[src/hw/rtl/assert_macros.svh]
// assertion macros shared by the state history ring modules
`ifndef ASSERT_MACROS_SVH
`define ASSERT_MACROS_SVH

`ifndef SYNTHESIS

// same-cycle implication, disabled during reset
`define SHR_ASSERT_IMP(lbl, clk, rst, ante, cons) \
   lbl: assert property (@(posedge clk) disable iff (rst) (ante) |-> (cons)) \
      else $error("assertion failed: same-cycle implication");

// next-cycle implication, disabled during reset
`define SHR_ASSERT_NEXT(lbl, clk, rst, ante, cons) \
   lbl: assert property (@(posedge clk) disable iff (rst) (ante) |=> (cons)) \
      else $error("assertion failed: next-cycle implication");

`else

`define SHR_ASSERT_IMP(lbl, clk, rst, ante, cons)
`define SHR_ASSERT_NEXT(lbl, clk, rst, ante, cons)

`endif

`endif

[src/hw/rtl/shr_pkg.sv]
// types and constants for the state history ring
`timescale 1ns / 1ps
package shr_pkg;

   localparam int STATE_W = 8;
   localparam int DUR_W   = 14;
   localparam int OFF_W   = 8;

   localparam logic [DUR_W-1:0] DUR_MAX = 14'd9999;

   // item kinds carried on tuser
   typedef enum logic [1:0] {
      KIND_OBSERVE = 2'd0,
      KIND_TICK    = 2'd1,
      KIND_CLEAR   = 2'd2
   } kind_type;

   // register indexes (byte address is four times the index)
   localparam logic REG_DWELL_THRESHOLD = 1'b0;
   localparam logic REG_INITIAL_STATE   = 1'b1;

   // update command broadcast to every cell
   typedef struct packed {
      logic shift;
      logic write_head;
      logic tick;
      logic clear;
   } cell_ctrl_type;

   // read wave travelling along the row of cells
   typedef struct packed {
      logic               valid;
      logic               found;
      logic [STATE_W-1:0] state;
      logic [DUR_W-1:0]   dur;
   } probe_type;

endpackage

[src/hw/rtl/state_history_ring_with_dwell.sv]
// top level of the state history ring with dwell times
`timescale 1ns / 1ps
`include "assert_macros.svh"
// The history is a row of DEPTH cells with the newest entry in cell 0; opening a new
// entry shifts every cell one place along, so the oldest entry drops off the far end.
// Observe, tick and clear are applied at the edge that accepts the item. The report is
// then fetched by a read wave that walks the row one cell per cycle, from a launch
// register through every cell into a holding slot and then the output register, and the
// next item is taken at the edge after the result has moved into the output register.
// A finished result may wait on rsp_tready while the next item is already being worked.
module state_history_ring_with_dwell #(
   parameter int DEPTH = 8
) (
   input  logic        clock,
   input  logic        reset,
   // request stream
   input  logic        req_tvalid,
   output logic        req_tready,
   input  logic [15:0] req_tdata,   // [7:0] state_code, [15:8] back_offset
   input  logic [1:0]  req_tuser,   // [1:0] kind
   // result stream
   output logic        rsp_tvalid,
   input  logic        rsp_tready,
   output logic [23:0] rsp_tdata,   // [7:0] reported_state, [21:8] reported_duration
   // register port
   input  logic        csr_psel,
   input  logic        csr_penable,
   input  logic        csr_pwrite,
   input  logic [2:0]  csr_paddr,
   input  logic [31:0] csr_pwdata,
   output logic [31:0] csr_prdata,
   output logic        csr_pready
);
   import shr_pkg::*;

   localparam int CW = $clog2(DEPTH);

   // registers
   logic [DUR_W-1:0]   thr_ff;
   logic [STATE_W-1:0] init_ff;
   logic               csr_wr;

   assign csr_pready = 1'b1;
   assign csr_wr     = csr_psel && csr_penable && csr_pwrite && csr_pready;

   always_ff @(posedge clock) begin
      if (reset) begin
         thr_ff  <= 14'd5;
         init_ff <= '0;
      end else if (csr_wr) begin
         case (csr_paddr[2])
            REG_DWELL_THRESHOLD: thr_ff  <= csr_pwdata[DUR_W-1:0];
            REG_INITIAL_STATE:   init_ff <= csr_pwdata[STATE_W-1:0];
            default: ;
         endcase
      end
   end

   always_comb begin
      case (csr_paddr[2])
         REG_DWELL_THRESHOLD: csr_prdata = {{(32-DUR_W){1'b0}}, thr_ff};
         REG_INITIAL_STATE:   csr_prdata = {{(32-STATE_W){1'b0}}, init_ff};
         default:             csr_prdata = '0;
      endcase
   end

   // request fields
   logic [STATE_W-1:0] req_code;
   logic [OFF_W-1:0]   req_off;
   logic               req_acc;
   logic               busy_ff;
   logic [CW-1:0]      off_eff;

   assign req_code   = req_tdata[7:0];
   assign req_off    = req_tdata[15:8];
   assign req_tready = !busy_ff;
   assign req_acc    = req_tvalid && req_tready;

   always_comb begin
      if (32'(req_off) >= DEPTH) off_eff = '0;
      else                       off_eff = req_off[CW-1:0];
   end

   // row of cells
   logic [STATE_W-1:0] st   [DEPTH];
   logic [DUR_W-1:0]   dur  [DEPTH];
   probe_type          pr   [DEPTH+1];
   logic [CW-1:0]      rem  [DEPTH+1];
   cell_ctrl_type      ctrl;

   // update command from the head entry and the item kind
   always_comb begin
      ctrl = '0;
      if (req_acc) begin
         case (kind_type'(req_tuser))
            KIND_OBSERVE: begin
               if (req_code != st[0]) begin
                  if (dur[0] > thr_ff) ctrl.shift      = 1'b1;
                  else                 ctrl.write_head = 1'b1;
               end
            end
            KIND_TICK:  ctrl.tick  = 1'b1;
            KIND_CLEAR: ctrl.clear = 1'b1;
            default: ;
         endcase
      end
   end

   // read wave launch, entering cell 0 after the update has landed
   probe_type     inject_ff;
   logic [CW-1:0] inject_rem_ff;

   always_ff @(posedge clock) begin
      if (reset) begin
         inject_ff <= '0;
      end else begin
         inject_ff <= '{valid: req_acc, found: 1'b0, state: '0, dur: '0};
      end
      inject_rem_ff <= off_eff;
   end

   assign pr[0]  = inject_ff;
   assign rem[0] = inject_rem_ff;

   for (genvar i = 0; i < DEPTH; i++) begin : g_cell
      logic [STATE_W-1:0] prev_state;
      logic [DUR_W-1:0]   prev_dur;

      if (i == 0) begin : g_head
         assign prev_state = req_code;
         assign prev_dur   = '0;
      end else begin : g_body
         assign prev_state = st[i-1];
         assign prev_dur   = dur[i-1];
      end

      shr_cell #(
         .HEAD (i == 0),
         .CW   (CW)
      ) u_cell (
         .clock      (clock),
         .reset      (reset),
         .ctrl       (ctrl),
         .init_state (init_ff),
         .prev_state (prev_state),
         .prev_dur   (prev_dur),
         .state_out  (st[i]),
         .dur_out    (dur[i]),
         .probe_in   (pr[i]),
         .rem_in     (rem[i]),
         .probe_out  (pr[i+1]),
         .rem_out    (rem[i+1])
      );
   end

   // wave exit into a holding slot, then into the output register
   probe_type          pend_ff;
   logic               rsp_valid_ff;
   logic [STATE_W-1:0] rsp_state_ff;
   logic [DUR_W-1:0]   rsp_dur_ff;
   logic               rsp_load;

   assign rsp_load = pend_ff.valid && (!rsp_valid_ff || rsp_tready);

   always_ff @(posedge clock) begin
      if (reset) begin
         pend_ff      <= '0;
         busy_ff      <= 1'b0;
         rsp_valid_ff <= 1'b0;
      end else begin
         if (pr[DEPTH].valid) pend_ff <= pr[DEPTH];
         else if (rsp_load)   pend_ff.valid <= 1'b0;

         if (req_acc)       busy_ff <= 1'b1;
         else if (rsp_load) busy_ff <= 1'b0;

         if (rsp_load)        rsp_valid_ff <= 1'b1;
         else if (rsp_tready) rsp_valid_ff <= 1'b0;
      end
      if (rsp_load) begin
         rsp_state_ff <= pend_ff.state;
         rsp_dur_ff   <= pend_ff.dur;
      end
   end

   assign rsp_tvalid = rsp_valid_ff;
   assign rsp_tdata  = {{(24-STATE_W-DUR_W){1'b0}}, rsp_dur_ff, rsp_state_ff};

   // checks
   `SHR_ASSERT_NEXT(a_accept_sets_busy, clock, reset, req_acc, busy_ff)
   `SHR_ASSERT_IMP(a_pend_while_busy, clock, reset, pend_ff.valid, busy_ff)
   `SHR_ASSERT_IMP(a_exit_found, clock, reset, pr[DEPTH].valid,
      pr[DEPTH].found && busy_ff && !pend_ff.valid)
   `SHR_ASSERT_IMP(a_single_update, clock, reset, 1'b1,
      $onehot0({ctrl.shift, ctrl.write_head, ctrl.tick, ctrl.clear}))

endmodule

[src/hw/rtl/shr_cell.sv]
// one ring entry: state code, dwell count and one stage of the read wave
`timescale 1ns / 1ps
`include "assert_macros.svh"
module shr_cell #(
   parameter bit HEAD = 1'b0,
   parameter int CW   = 3
) (
   input  logic                          clock,
   input  logic                          reset,
   input  shr_pkg::cell_ctrl_type        ctrl,
   input  logic [shr_pkg::STATE_W-1:0]   init_state,
   input  logic [shr_pkg::STATE_W-1:0]   prev_state,
   input  logic [shr_pkg::DUR_W-1:0]     prev_dur,
   output logic [shr_pkg::STATE_W-1:0]   state_out,
   output logic [shr_pkg::DUR_W-1:0]     dur_out,
   input  shr_pkg::probe_type            probe_in,
   input  logic [CW-1:0]                 rem_in,
   output shr_pkg::probe_type            probe_out,
   output logic [CW-1:0]                 rem_out
);
   import shr_pkg::*;

   logic [STATE_W-1:0] state_ff, state_in;
   logic [DUR_W-1:0]   dur_ff, dur_in;
   probe_type          probe_ff, probe_in_nx;
   logic [CW-1:0]      rem_ff, rem_nx;

   // entry update
   always_comb begin
      state_in = state_ff;
      dur_in   = dur_ff;
      if (ctrl.clear) begin
         state_in = init_state;
         dur_in   = '0;
      end else if (ctrl.shift || (HEAD && ctrl.write_head)) begin
         state_in = prev_state;
         dur_in   = prev_dur;
      end else if (HEAD && ctrl.tick && (dur_ff < DUR_MAX)) begin
         dur_in = dur_ff + DUR_W'(1);
      end
   end

   always_ff @(posedge clock) begin
      if (reset) begin
         state_ff <= '0;
         dur_ff   <= '0;
      end else begin
         state_ff <= state_in;
         dur_ff   <= dur_in;
      end
   end

   assign state_out = state_ff;
   assign dur_out   = dur_ff;

   // read wave: the cell whose countdown reaches zero drops its entry in
   always_comb begin
      probe_in_nx = probe_in;
      rem_nx      = rem_in - CW'(1);
      if (probe_in.valid && !probe_in.found && (rem_in == '0)) begin
         probe_in_nx.found = 1'b1;
         probe_in_nx.state = state_ff;
         probe_in_nx.dur   = dur_ff;
      end
   end

   always_ff @(posedge clock) begin
      if (reset) begin
         probe_ff <= '0;
      end else begin
         probe_ff <= probe_in_nx;
      end
      rem_ff <= rem_nx;
   end

   assign probe_out = probe_ff;
   assign rem_out   = rem_ff;

   // checks
   `SHR_ASSERT_IMP(a_dur_saturates, clock, reset, 1'b1, dur_ff <= DUR_MAX)
   `SHR_ASSERT_IMP(a_found_needs_valid, clock, reset, probe_ff.found, probe_ff.valid)
   `SHR_ASSERT_NEXT(a_hit_captured, clock, reset,
      probe_in.valid && !probe_in.found && (rem_in == '0), probe_ff.found)

endmodule
[config.mk]
export PLATFORM = sky130hd
export DESIGN_NAME = state_history_ring_with_dwell
export DESIGN_NICKNAME = d
export VERILOG_FILES = /design/src/hw/rtl/shr_pkg.sv /design/src/hw/rtl/state_history_ring_with_dwell.sv /design/src/hw/rtl/shr_cell.sv
export VERILOG_INCLUDE_DIRS = /design/src /design/src/hw/rtl
export SDC_FILE = /design/constraint.sdc
export NUM_CORES = 1
export LEC_CHECK = 0
export BUFFER_PORTS_ARGS = -buffer_cell sky130_fd_sc_hd__buf_2
export CORE_ASPECT_RATIO = 0.5
export CORE_MARGIN = 2
export CORE_UTILIZATION = 40
export CTS_CLUSTER_SIZE = 28
export DETAILED_ROUTE_END_ITERATION = 10
export GPL_TIMING_DRIVEN = 1
export HOLD_SLACK_MARGIN = 0.15
export PLACE_DENSITY = 0.56
export SYNTH_ARGS = -nofsm -noshare
export SYNTH_HDL_FRONTEND = slang
export SYNTH_SLANG_ARGS = --single-unit
[constraint.sdc]
create_clock -name clock -period 2.5 [get_ports clock]
set_clock_uncertainty 0.15 [all_clocks]
set_input_delay 0.5 -clock clock [delete_from_list [all_inputs] [get_ports clock]]
set_output_delay 0.5 -clock clock [all_outputs]
set_load 0.05 [all_outputs]
After elaboration in Yosys (flattened, before gate mapping)
Cells that the tools add are included.
{"block": "op_classes", "n_bitwise": 1, "order_cmp": 3, "n_eq_ne": 3, "n_reduce_logical": 51, "n_addsub": 8, "muxes": 37}
{"op": "two-way mux 23 bit", "count": 7}
{"op": "two-way mux 8 bit", "count": 16}
{"op": "case mux 32 bit (2 select lines)", "count": 1}
{"op": "logical NOT 3 bit", "count": 8}
{"op": "two-way mux 22 bit", "count": 1}
{"op": "logical AND 1 bit", "count": 21}
{"op": "subtractor 3 x 1 -> 3 bit, second input constant", "count": 7}
{"op": "adder 14 x 1 -> 14 bit, second input constant", "count": 1}
{"op": "greater-than comparator 14 bit", "count": 1}
{"op": "< comparator 14 bit, second input constant", "count": 1}
{"op": "logical NOT 1 bit", "count": 10}
{"op": "nonzero test 2 bit", "count": 5}
{"op": "two-way mux 1 bit", "count": 9}
{"op": "greater-or-equal comparator 8 x 4 -> 1 bit, second input constant", "count": 1}
{"op": "inequality test 8 bit", "count": 1}
{"op": "two-way mux 2 bit", "count": 2}
{"op": "two-way mux 4 bit", "count": 1}
{"op": "AND reduction 2 bit", "count": 2}
{"op": "OR reduction 3 bit", "count": 1}
{"op": "equality test 2 x 1 -> 1 bit, second input constant", "count": 1}
{"op": "equality test 2 bit, second input constant", "count": 1}
{"op": "logical NOT 2 bit", "count": 1}
{"op": "logical OR 1 bit", "count": 2}
{"op": "OR reduction 2 bit", "count": 1}
{"op": "inverter 1 bit", "count": 1}
{"block": "totals", "register_bits": 484, "out_inout_bits": 59, "wordCells": 171}

Longest topological paths before layout
{"block": "depth", "word_depth": 8, "ltp_mapped": 10, "ltp_nobuf": 7}

Hierarchy
A second synthesis with hierarchy kept.
{"block": "unflattened", "hier_cells": 1939, "hier_area_um2": 19779.0}
{"mod": "shr_cell (g_cell[1].u_cell ...)", "instances": 7, "cells_each": 192, "area_each_um2": 2049.5, "seq_area_each_um2": 980.9}
{"mod": "state_history_ring_with_dwell", "instances": 1, "cells_each": 328, "area_each_um2": 3254.4, "seq_area_each_um2": 1681.6}
{"mod": "shr_cell (g_cell[0].u_cell)", "instances": 1, "cells_each": 267, "area_each_um2": 2178.3, "seq_area_each_um2": 980.9}

Worst setup path before layout
OpenSTA, ideal clock, no wires.
{"block": "synth_path", "path_type": "input to output", "start": "input port csr_paddr[2]", "end": "output port csr_prdata[1]", "setup_slack_ns": -0.085, "arrival_time_ns": 1.935, "t_required_ns": 1.850, "path_stages": 3, "path_buffers": 2, "cell_sequence": "clkbuf_1 > clkbuf_1 > o21ai_0"}
{"block": "synth_between", "elab_chain_cells": 2}
{"item": "from (decl)", "line": "state_history_ring_with_dwell.sv:29", "text": "input logic [2:0] csr_paddr,"}
{"item": "inverter 1 bit (no line)"}
{"item": "case mux 32 bit (2 select lines) (*)", "line": "state_history_ring_with_dwell.sv:60", "text": "case (csr_paddr[2])"}
{"item": "to (decl)", "line": "state_history_ring_with_dwell.sv:31", "text": "output logic [31:0] csr_prdata,"}
Mark *: on every way between the ends. The rest lies on a longest branch, timed or not. The select of a mux whose other input is x is not followed.

Worst setup path in the final report
{"block": "layout_path", "start": "register thr_ff[7]", "end": "register g_cell[3].u_cell.state_ff[3]"}
{"block": "layout_between", "elab_chain_cells": 6}
{"item": "from (decl)", "line": "state_history_ring_with_dwell.sv:39", "text": "logic [DUR_W-1:0] thr_ff;"}
{"item": "from (signal assigned)", "line": "state_history_ring_with_dwell.sv:52", "text": "REG_DWELL_THRESHOLD: thr_ff <= csr_pwdata[DUR_W-1:0];"}
{"item": "greater-than comparator 14 bit", "line": "state_history_ring_with_dwell.sv:98", "text": "if (dur[0] > thr_ff) ctrl.shift = 1'b1;"}
{"item": "two-way mux 1 bit", "line": "state_history_ring_with_dwell.sv:98"}
{"item": "two-way mux 2 bit", "line": "state_history_ring_with_dwell.sv:97", "text": "if (req_code != st[0]) begin"}
{"item": "two-way mux 2 bit", "line": "state_history_ring_with_dwell.sv:95", "text": "case (kind_type'(req_tuser))"}
{"item": "two-way mux 4 bit", "line": "state_history_ring_with_dwell.sv:94", "text": "if (req_acc) begin"}
{"item": "nonzero test 2 bit (no line)"}
{"item": "to (signal assigned)", "line": "shr_cell.sv:48", "text": "state_ff <= state_in;"}
{"item": "to (decl)", "line": "shr_cell.sv:23", "text": "logic [STATE_W-1:0] state_ff, state_in;"}
No other way between the ends.
A chain may end at the register's enable or synchronous reset.

==> results.sh <==
export IMPL_cts_tree="built"
export IMPL_clkTransAtPathRegs_ns=0.06
export IMPL_clock_latency_ns=0.57
export IMPL_p_per_area_nw_per_um2=701.6
export IMPL_p_leak_nw=7.687
export IMPL_rows=55
export IMPL_clk_path_buf_depth=3
export IMPL_ir_drop_uv=494.1
export IMPL_path_max_fanout=11
export IMPL_yosysMostFrequentCell="nand2_1"
export IMPL_fin_nets=2196
export IMPL_worst_slew_pin_slew_ns=0.7916
export IMPL_core_sq_um=44940
export IMPL_h_tree_depth=2
export IMPL_crit_required_ns=2.84
export IMPL_overflow=0
export IMPL_cp_start_kind="register"
export IMPL_hold_viol=0
export IMPL_synth_edf_count=22
export IMPL_finalSetupTns_ns=0
export IMPL_vias_per_cell=5.023
export IMPL_cts_root_buf="clkbuf_16"
export IMPL_synth_area_leaders="dfxtp_1, nand2_1, mux2i_1"
export IMPL_io_buffer_count=77
export IMPL_mappedNetlistArea_sq_um=18130
export IMPL_async_reset_ff_frac=0
export IMPL_criticalPathCategory="register to register"
export IMPL_routabilityCongestion=0.7340
export IMPL_crit_buf_inv=3
export IMPL_via_count=13740
export IMPL_drt_first_iter_violations=1081
export IMPL_drive_gt1_frac=0.1361
export IMPL_relSlewSlack=0.4723
export IMPL_hold_path_class="input pin to register"
export IMPL_die_h_um=154.5
export IMPL_timing_final_ws_setup_ns=0.02926
export IMPL_io_pins=119
export IMPL_synth_top_area_frac=0.4848
export IMPL_dp_hpwl_mm=26.04
export IMPL_fp_dieW_um=305.1
export IMPL_dieArea_sq_um=47140
export IMPL_drc=0
export IMPL_end_kind="register"
export IMPL_cp_cell_sequence="inv_2 -> ha_4 -> nand4_1 -> a2111o_2 -> buf_6 -> clkbuf_16 -> a311o_1 -> a31oi_1"
export IMPL_synth_area_per_cell_sq_um=9.000
export IMPL_routed_wl_mm=44.57
export IMPL_preCtsSetupSlack_ns=0.03254
export IMPL_fmax_ghz=0.4047
export IMPL_synth_seq_area_share=0.5213
export IMPL_dp_cells=2605
export IMPL_grt_pass1_wl_mm=69.93
export IMPL_gr_usage_all_layers=0.1769
export IMPL_drv_slew=0
export IMPL_cts_buffers_inserted=43
export IMPL_antenna_found_initial=0
export IMPL_dr_pass1_iters=5
export IMPL_grt_pass1_vias=12720
export IMPL_total_power_mw=15.33
export IMPL_yosysWarnings=0
export IMPL_cp_data_arrival_time_ns=2.81
export IMPL_cp_slowest_stage_delay_ns=0.57
export IMPL_outcome="complete, no violations"
export IMPL_antenna_left=0
export IMPL_setup_viol=0
export IMPL_start_util=0.4034
export IMPL_maxCapViolCount=0
export IMPL_synth_seq_cells=461
export IMPL_n_antenna_cell=0
export IMPL_ys_flop_type="dfxtp_1"
export IMPL_cts_sinks=461
export IMPL_period_share=0.9883
export IMPL_synthCells=2014
export IMPL_rsz0062_at_grt="true"
export IMPL_wire_per_inst_um=16.29
export IMPL_areaGrowthSynthToFinish_pct=20.56
export IMPL_min_period_ns=2.471
export IMPL_yosys_cell_types_count=48
export IMPL_final_cells=2736
export IMPL_crit_family="compound AO/OA/AOI/OAI gates"
export IMPL_cpMaxStageDelayCell="a2111o_2"
export IMPL_grt_max_degree=139
export IMPL_yosys_area_top_type="dfxtp_1"
export IMPL_ys_top_cells_by_count="nand2_1, dfxtp_1, a21oi_1"
[worst register-to-register path: cells and delay by family (launching register included)]
family                   cells  cell delay [ns]
AO/OA/AOI/OAI                3             1.06
buffers and inverters        3             0.43
flip-flops                   1             0.33
adder cells (fa/ha/maj)      1             0.26
AND/OR/NAND/NOR              1             0.18
[final cells by class]
cell class                      instances  area (sq um)
Clock buffer                           66          1304
Clock inverter                         10         168.9
Fill cell                            4228         23080
Inverter                               96         360.3
Multi-Input combinational cell       1295          7804
Sequential cell                       461          9459
Tap cell                              598         748.2
Timing Repair Buffer                  210          2009
[power by group]
group / switching [mW] / internal (mW) / leakage (nW) / total [mW]
clock network: 2.87 / 3.93 / 0.724 / 6.81
registers: 0.100 / 7.54 / 3.76 / 7.64
logic: 0.553 / 0.334 / 3.20 / 0.888
[registers in the layout, indices dropped and copies added, names as in the netlist]
name,flops
busy_ff,1
g_cell.u_cell.dur_out,112
g_cell.u_cell.probe_out,191
g_cell.u_cell.rem_out,21
g_cell.u_cell.state_out,64
init_ff,8
inject_ff,1
inject_rem_ff,3
pend_ff,23
rsp_dur_ff,14
rsp_state_ff,8
rsp_tvalid,1
thr_ff,14
[repair_timing]
item,CTS,global route
resized for setup,0,35
setup buffers,0,7
endpoints found under the setup margin,0,153
hold endpoints to repair,36,0
hold buffers,30,0
[logic make-up (layout without fill, tap and decap cells)]
kind of cell               count (synthesis)  after routing  synth area share
AOI/OAI and AO/OA                        441            441            0.1578
xor gates and xnor gates                  27             27           0.01305
adders and majority gates                 29             29           0.02002
buffers and inverters                    277            382           0.06620
DFF                                      461            461            0.5213
muxes                                    129            129           0.07131
other                                      2             21         0.0004143
and+or+nand+nor                          648            648            0.1499
[per-layer routing]
| metal | vias to the layer above | track usage | wire length, um |
|---|---|---|---|
| met5 | - | 0 | 0 |
| met4 | 0 | 0.03112 | 506 |
| met3 | 40 | 0.02754 | 2377 |
| met2 | 362 | 0.2419 | 17350 |
| met1 | 6273 | 0.2877 | 24340 |
| li1 | 7067 | - | - |
[worst paths after layout]
check	from	endpoint	slack, ns	cells after the start
min	req_tdata[0]	g_cell[0].u_cell.state_out[0]	0.18	3
min reg2reg	g_cell[3].u_cell.rem_out[0]	g_cell[4].u_cell.rem_out[0]	0.24	1
max reg2reg	thr_ff[7]	g_cell[3].u_cell.state_out[3]	0.03	8
max	thr_ff[7]	g_cell[3].u_cell.state_out[3]	0.03	8
[cell usage in the layout (no fill, tap or decap), types with 9 or more instances in the layout]
master	n
nand2_1	476
dfxtp_1	431
a21oi_1	230
mux2i_1	128
inv_1	88
buf_2	76
nor2_1	74
buf_4	60
clkbuf_16	57
a311o_1	56
a31oi_1	56
a32oi_1	55
dlygate4sd3_1	30
and2_1	26
edfxtp_1	22
conb_1	21
buf_12	21
ha_1	20
xor2_1	16
clkbuf_8	12
nor2b_1	11
nor4_1	11
xnor2_1	11
a211oi_1	10
clkbuf_1	10
o21ai_0	9
nand4_1	9
ha_4	9
[stage by stage]
stage | hold slack (ns) | util | area (sq um)
5_1_grt | 0.1777 | 0.4863 | 21850
6_report | 0.1793 | 0.4863 | 21850
4_1_cts | 0.1500 | 0.4721 | 21220
3_3_place_gp | 0.2510 | 0.4327 | 19440
3_5_place_dp | 0.2518 | 0.4327 | 19440
2_1_floorplan | 0.2347 | - | 18200
No activity file was read; power rests on OpenSTA's default activity.
